`src/rtl/bba_pkg.sv`:
```
package bba_pkg;

    localparam int TREE_LEVELS = 12;
    localparam int NODE_W      = 12;
    localparam int LVL_W       = 4;
    localparam int ROW_AW      = 11;
    localparam int ROW_DEPTH   = 2048;
    localparam int NODE_DEPTH  = 4096;
    localparam logic [11:0] TOTAL_UNITS = 12'd2048;
    localparam logic [3:0]  LAST_LEVEL  = 4'(TREE_LEVELS - 1);

    // Result status codes
    localparam logic [1:0] ST_OK       = 2'd0;
    localparam logic [1:0] ST_NOMEM    = 2'd1;
    localparam logic [1:0] ST_FRAG     = 2'd2;
    localparam logic [1:0] ST_NOTFOUND = 2'd3;

    localparam logic ACT_ALLOC = 1'b0;

    typedef logic [3:0] t_op;

    // Datapath commands
    localparam t_op OP_NONE      = 4'd0;
    localparam t_op OP_CLEAR     = 4'd1;
    localparam t_op OP_LOAD      = 4'd2;
    localparam t_op OP_RD_ROW    = 4'd3;
    localparam t_op OP_RD_UP     = 4'd4;
    localparam t_op OP_SET_SPLIT = 4'd5;
    localparam t_op OP_CLR_KIDS  = 4'd6;
    localparam t_op OP_ALLOC     = 4'd7;
    localparam t_op OP_FREE      = 4'd8;
    localparam t_op OP_MERGE_CLR = 4'd9;
    localparam t_op OP_DOWN      = 4'd10;
    localparam t_op OP_DOWN_R    = 4'd11;
    localparam t_op OP_SIB       = 4'd12;
    localparam t_op OP_UP        = 4'd13;
    localparam t_op OP_FINISH    = 4'd14;

    typedef struct packed {
        t_op        op;
        logic [1:0] status;
    } t_cmd;

    typedef struct packed {
        logic own_split;
        logic own_alloc;
        logic row_zero;
        logic is_root;
        logic is_left;
        logic at_bottom;
        logic req_gt_size;
        logic req_gt_half;
        logic used_match;
        logic found;
        logic over_total;
        logic clr_done;
        logic act;
    } t_stat;

endpackage

```
`src/rtl/bba_ctrl.sv`:
```
module bba_ctrl (
    input  logic           i_clk,
    input  logic           i_rst_n,
    input  logic           i_in_valid,
    output logic           o_in_ready,
    output logic           o_out_valid,
    input  logic           i_out_ready,
    input  bba_pkg::t_stat i_stat,
    output bba_pkg::t_cmd  o_cmd
);
    import bba_pkg::*;

    localparam logic [4:0] S_CLR    = 5'd0;
    localparam logic [4:0] S_IDLE   = 5'd1;
    localparam logic [4:0] S_CHK    = 5'd2;
    localparam logic [4:0] G_RD     = 5'd3;
    localparam logic [4:0] G_EVAL   = 5'd4;
    localparam logic [4:0] G_SPLIT  = 5'd5;
    localparam logic [4:0] G_DOWN   = 5'd6;
    localparam logic [4:0] G_FAIL   = 5'd7;
    localparam logic [4:0] R_RD     = 5'd8;
    localparam logic [4:0] R_ENTER  = 5'd9;
    localparam logic [4:0] R_LEAF   = 5'd10;
    localparam logic [4:0] R_MERGE  = 5'd11;
    localparam logic [4:0] R_MCHK   = 5'd12;
    localparam logic [4:0] R_MWR    = 5'd13;
    localparam logic [4:0] R_RET    = 5'd14;
    localparam logic [4:0] R_UPL_RD = 5'd15;
    localparam logic [4:0] R_UPL    = 5'd16;
    localparam logic [4:0] R_UPR_RD = 5'd17;
    localparam logic [4:0] R_UPR    = 5'd18;
    localparam logic [4:0] S_DONE   = 5'd19;

    logic [4:0] r_state, n_state;
    logic [1:0] r_res, n_res;
    logic       r_out_valid, n_out_valid;

    assign o_in_ready  = (r_state == S_IDLE);
    assign o_out_valid = r_out_valid;

    // Sequence the tree walk
    always_comb begin
        n_state      = r_state;
        n_res        = r_res;
        n_out_valid  = r_out_valid & ~i_out_ready;
        o_cmd.op     = OP_NONE;
        o_cmd.status = r_res;
        unique case (r_state)
            S_CLR: begin
                if (i_stat.clr_done) begin
                    n_state = S_IDLE;
                end else begin
                    o_cmd.op = OP_CLEAR;
                end
            end
            S_IDLE: begin
                if (i_in_valid) begin
                    o_cmd.op = OP_LOAD;
                    n_state  = S_CHK;
                end
            end
            S_CHK: begin
                if (i_stat.act != ACT_ALLOC) begin
                    n_state = R_RD;
                end else if (i_stat.over_total) begin
                    n_res   = ST_NOMEM;
                    n_state = S_DONE;
                end else begin
                    n_state = G_RD;
                end
            end
            G_RD: begin
                o_cmd.op = OP_RD_ROW;
                n_state  = G_EVAL;
            end
            G_EVAL: begin
                if (i_stat.req_gt_size) begin
                    n_state = G_FAIL;
                end else if (i_stat.req_gt_half) begin
                    if (!i_stat.own_split && !i_stat.own_alloc) begin
                        o_cmd.op = OP_ALLOC;
                        n_res    = ST_OK;
                        n_state  = S_DONE;
                    end else begin
                        n_state = G_FAIL;
                    end
                end else if (i_stat.own_alloc) begin
                    n_state = G_FAIL;
                end else if (i_stat.own_split) begin
                    o_cmd.op = OP_DOWN;
                    n_state  = G_RD;
                end else if (i_stat.at_bottom) begin
                    n_state = G_FAIL;
                end else begin
                    o_cmd.op = OP_SET_SPLIT;
                    n_state  = G_SPLIT;
                end
            end
            G_SPLIT: begin
                o_cmd.op = OP_CLR_KIDS;
                n_state  = G_DOWN;
            end
            G_DOWN: begin
                o_cmd.op = OP_DOWN;
                n_state  = G_RD;
            end
            G_FAIL: begin
                if (i_stat.is_root) begin
                    n_res   = ST_FRAG;
                    n_state = S_DONE;
                end else if (i_stat.is_left) begin
                    o_cmd.op = OP_SIB;
                    n_state  = G_RD;
                end else begin
                    o_cmd.op = OP_UP;
                end
            end
            R_RD: begin
                o_cmd.op = OP_RD_ROW;
                n_state  = R_ENTER;
            end
            R_ENTER: begin
                if (i_stat.own_split) begin
                    o_cmd.op = OP_DOWN;
                    n_state  = R_RD;
                end else begin
                    n_state = R_LEAF;
                end
            end
            R_LEAF: begin
                if (!i_stat.own_alloc) begin
                    n_state = R_MERGE;
                end else if (!i_stat.found && i_stat.used_match) begin
                    o_cmd.op = OP_FREE;
                    n_state  = R_MERGE;
                end else begin
                    n_state = R_RET;
                end
            end
            R_MERGE: begin
                if (i_stat.is_root) begin
                    n_state = R_RET;
                end else begin
                    o_cmd.op = OP_RD_ROW;
                    n_state  = R_MCHK;
                end
            end
            R_MCHK: begin
                if (i_stat.row_zero) begin
                    o_cmd.op = OP_RD_UP;
                    n_state  = R_MWR;
                end else begin
                    n_state = R_RET;
                end
            end
            R_MWR: begin
                o_cmd.op = OP_MERGE_CLR;
                n_state  = R_RET;
            end
            R_RET: begin
                if (i_stat.is_root) begin
                    n_res   = i_stat.found ? ST_OK : ST_NOTFOUND;
                    n_state = S_DONE;
                end else begin
                    o_cmd.op = OP_UP;
                    n_state  = i_stat.is_left ? R_UPL_RD : R_UPR_RD;
                end
            end
            R_UPL_RD: begin
                o_cmd.op = OP_RD_ROW;
                n_state  = R_UPL;
            end
            R_UPL: begin
                if (i_stat.own_split) begin
                    o_cmd.op = OP_DOWN_R;
                    n_state  = R_RD;
                end else begin
                    n_state = R_LEAF;
                end
            end
            R_UPR_RD: begin
                o_cmd.op = OP_RD_ROW;
                n_state  = R_UPR;
            end
            R_UPR: begin
                n_state = i_stat.own_split ? R_RET : R_LEAF;
            end
            S_DONE: begin
                if (!r_out_valid || i_out_ready) begin
                    o_cmd.op    = OP_FINISH;
                    n_out_valid = 1'b1;
                    n_state     = S_IDLE;
                end
            end
            default: begin
                n_state = S_CLR;
            end
        endcase
    end

    always_ff @(posedge i_clk) begin
        if (!i_rst_n) begin
            r_state     <= S_CLR;
            r_res       <= ST_OK;
            r_out_valid <= 1'b0;
        end else begin
            r_state     <= n_state;
            r_res       <= n_res;
            r_out_valid <= n_out_valid;
        end
    end

endmodule

```
`config.mk`:
```
export PLATFORM = sky130hd
export DESIGN_NAME = bba_ctrl
export DESIGN_NICKNAME = d
export VERILOG_FILES = /design/src/rtl/bba_pkg.sv /design/src/rtl/bba_ctrl.sv
export SDC_FILE = /design/constraint.sdc
export NUM_CORES = 1
export LEC_CHECK = 0
export BUFFER_PORTS_ARGS = -buffer_cell sky130_fd_sc_hd__buf_2
export CORE_AREA = 2 2 54 56
export DETAILED_ROUTE_END_ITERATION = 10
export DIE_AREA = 0 0 56 58
export PLACE_DENSITY = 0.62
export SLEW_MARGIN = 20
export SYNTH_ARGS = -nofsm -noshare
export SYNTH_HDL_FRONTEND = slang
export SYNTH_SLANG_ARGS = --single-unit
```
`constraint.sdc`:
```
create_clock -name i_clk -period 2.8 [get_ports i_clk]
set_clock_uncertainty 0.1 [all_clocks]
set_input_delay 0.28 -clock i_clk [delete_from_list [all_inputs] [get_ports i_clk]]
set_output_delay 0.28 -clock i_clk [all_outputs]
set_load 0.005 [all_outputs]
```
==> results.yml <==
yosys:
  async_reset_ff_share_pct: 0
  synth_top_flop_cell: "dfxtp_1"
  ys_ff_latch: 8
  synth_warnings: 0
  synth_mux_area_share_pct: 0.909
  synth.avg_cell_area_sq_um: 6.63
  synth_edf_count: 0
  synth_fa_ha_area_share_pct: 0
  synth-simple-area-share_pct: 38.5
  synth_area_leader_cell: "dfxtp_1"
  syn_inst: 166
  syn_area_sq_um: 1100
  synth_top_area_share_pct: 14.5
  synth_seq_area_share_pct: 14.5
  synth_cell_type_count: 47
  synth_compound_area_share_pct: 35.1
  syn_nets: 183
  synth.top_cells.by_area: "dfxtp_1, nand2_1, o21ai_0"
  synth-xor-area-share_pct: 1.59
  synth_top_family_by_area: "simple AND/OR/NAND/NOR gates"
grt:
  antenna_found_initial: 0
  grt_pass1_vias: 1229
  grt_pass1_wl_um: 6030
  grtUsageTotal_pct: 23.5
  grt_start_max_net_pins: 26
  grt_overflow_total: 0
finish:
  diodes: 0
  num-nets-final: 200
  fill_cells: 293
  regArea_sq_um: 160
  layout-drive-gt1-share_pct: 17.7
  design_area_sq_um: 1220
  area_growth_pct: 10.9
  multi_input_area_sq_um: 838
outcome:
  status: "completed"
sta:
  post-route-period-util_pct: 92.9
  rsz0062_at_grt: "false"
  hold_viol: 0
  setup_violations: 0
  max_slew.worst_pin.slew_ns: 0.834
  tns_ns: 0
  max_freq_mhz: 384
  timing.final.crit_period_ns: 2.60
  slew_viol_final: 0
  timing.slew.headroom_pct: 44.3
power_and_ir_drop:
  internal-power_w: 0.000341
  p_clk_share_pct: 13.6
  netSwitchingPower_w: 0.000339
  p_seq_share_pct: 30.2
  swShare_pct: 49.9
  power_leakage_nw: 0.455
  powerDensity_nw_per_um2: 557
  comb_power_share_pct: 56.2
  ir_drop_uv: 407
floorplanning:
  chipWidth_um: 56
  fp.dieH_um: 58
  io_pins: 25
  start_util_pct: 41.4
  die_area_sq_um: 3250
  coreArea_sq_um: 2660
  row_count: 19
worst_setup_path:
  startpoint_type: "register"
  cp_max_fo: 25
  cp_slowest_cell: "dfxtp_1"
  end_kind: "primary output"
  critical_path.max_stage_delay_ns: 0.86
  crit_arrival_ns: 2.22
  cp_top_family: "flip-flops"
  critPathKind: "register to primary output"
  cp_cell_sequence: "nand2b_1 > o41ai_1 > a221oi_1 > o211ai_1 > buf_2"
  path_buf_inv: 1
  crit_required_ns: 2.42
route:
  viasPerCell: 6.57
  wl_per_cell_um: 16.7
  routed_wl_um: 3550
  wl_met1_um: 1500
  met2_length_um: 1620
  top_layer: "met4"
  ant_nets: 0
  drc: 0
  drt-pass1-iter-count: 4
  drt_iter0_drc: 65
  vias: 1393
  wl_met3_um: 257
clocking:
  clock_latency_ns: 0.27
  cts.reportedPaths.clkPinSlew_ns: 0.06
  clock_sinks: 8
  cts_root_buf: "clkbuf_4"
  cts_buffer_depth: 2
  post_cts_buffers: 0
  cts-buffers-inserted: 3
  hold_buffers: 0
  cts_tree: "yes"
  htree_levels: 1
  post_cts_resized: 0
place:
  dp_hpwl_um: 2670
  place_area_sq_um: 1200
  gp_congestion: 0.931
  portBuffers: 24
min_path:
  hold_class: "input port to register"
run:
  drv_cap: 0
through the flow:
| stage | total power (W) | utilization, % | setup slack [ns] | hold WS (ns) | instances |
|---|---|---|---|---|---|
| finish | 0.000680 | 45.9 | 0.198 | 0.247 | 212 |
| global route | 0.000734 | 45.9 | 0.0380 | 0.258 | 212 |
| CTS | 0.000669 | 45.9 | 0.263 | 0.257 | 212 |
| detailed placement | 0.000577 | 45.0 | 0.558 | 0.356 | 209 |
| global placement | 0.000573 | 45.0 | 0.573 | 0.349 | 209 |
| floorplan | 0.000477 | - | 1.11 | 0.354 | 166 |
logic make-up (layout without fill, tap and decap cells):
family / count (synthesis) / in the layout
AOI/OAI and AO/OA: 57 / 57
muxes: 1 / 1
xor gates and xnor gates: 2 / 2
buffers and inverters: 21 / 36
DFF: 8 / 8
and+or+nand+nor: 77 / 77
routing by layer:
metal  GRT usage (%)  vias up
li1                -      659
met1            31.8      639
met2            34.3       77
met3            2.90       18
met4            17.3        0
met5               0        -
worst paths after layout:
path         slack [ns]       start  cells after the start    endpoint
max                0.20  r_state[3]                      5    o_cmd[3]
min                0.25     i_rst_n                      2  r_state[3]
max reg2reg        0.54  r_state[3]                      5  r_state[0]
min reg2reg        0.36    r_res[1]                      2    r_res[1]
state kept, by name (all words and copies together) (netlist names):
| signal | flops |
|---|---|
| r_state | 5 |
| r_res | 2 |
| o_out_valid | 1 |
cell type report:
| cell class | count | share of cell area [%] |
|---|---|---|
| tap | 31 | 3.18 |
| inverter | 7 | 2.15 |
| sequential | 8 | 13.1 |
| timing repair buffer | 26 | 11.1 |
| multi-input combinational | 137 | 68.6 |
| clock buffer | 3 | 1.84 |
synth_stat cells (4+ instances only):
| cell | number |
|---|---|
| nand2b_1 | 7 |
| buf_2 | 10 |
| nand4_1 | 8 |
| a211oi_1 | 4 |
| dfxtp_1 | 8 |
| nand3_1 | 7 |
| nor2b_1 | 4 |
| nand2_1 | 19 |
| nor2_1 | 9 |
| inv_1 | 7 |
| nor3_1 | 6 |
| a21oi_1 | 12 |
| o21ai_0 | 13 |
cell usage in the layout (no fill, tap or decap), types with 2 or more instances in the layout:
| cell type | count |
|---|---|
| a21boi_0 | 2 |
| a2111oi_0 | 3 |
| o31ai_1 | 2 |
| o31a_1 | 2 |
| o41ai_1 | 2 |
| o21a_1 | 3 |
| nor2b_1 | 4 |
| a31oi_1 | 3 |
| buf_2 | 24 |
| buf_4 | 2 |
| nor3b_1 | 3 |
| clkbuf_4 | 3 |
| inv_1 | 7 |
| nand2_1 | 19 |
| dfxtp_1 | 8 |
| nand2b_1 | 7 |
| or3_1 | 3 |
| a21oi_1 | 12 |
| o211ai_1 | 2 |
| nand3_1 | 7 |
| a211oi_1 | 4 |
| nor4b_1 | 2 |
| nand4_1 | 8 |
| nand4b_1 | 2 |
| o21ai_0 | 13 |
| nor2_1 | 9 |
| nor3_1 | 6 |
power by group through the flow:
stage          combinational, W  sequential [W]  clock (W)
2_1_floorplan          0.000335        0.000143          0
3_3_place_gp           0.000373        0.000200          0
3_5_place_dp           0.000374        0.000203          0
4_1_cts                0.000375        0.000201  0.0000934
5_1_grt                0.000425        0.000210  0.0000993
6_report               0.000382        0.000205  0.0000926
Note: power is estimated with default switching activity, not from simulation.
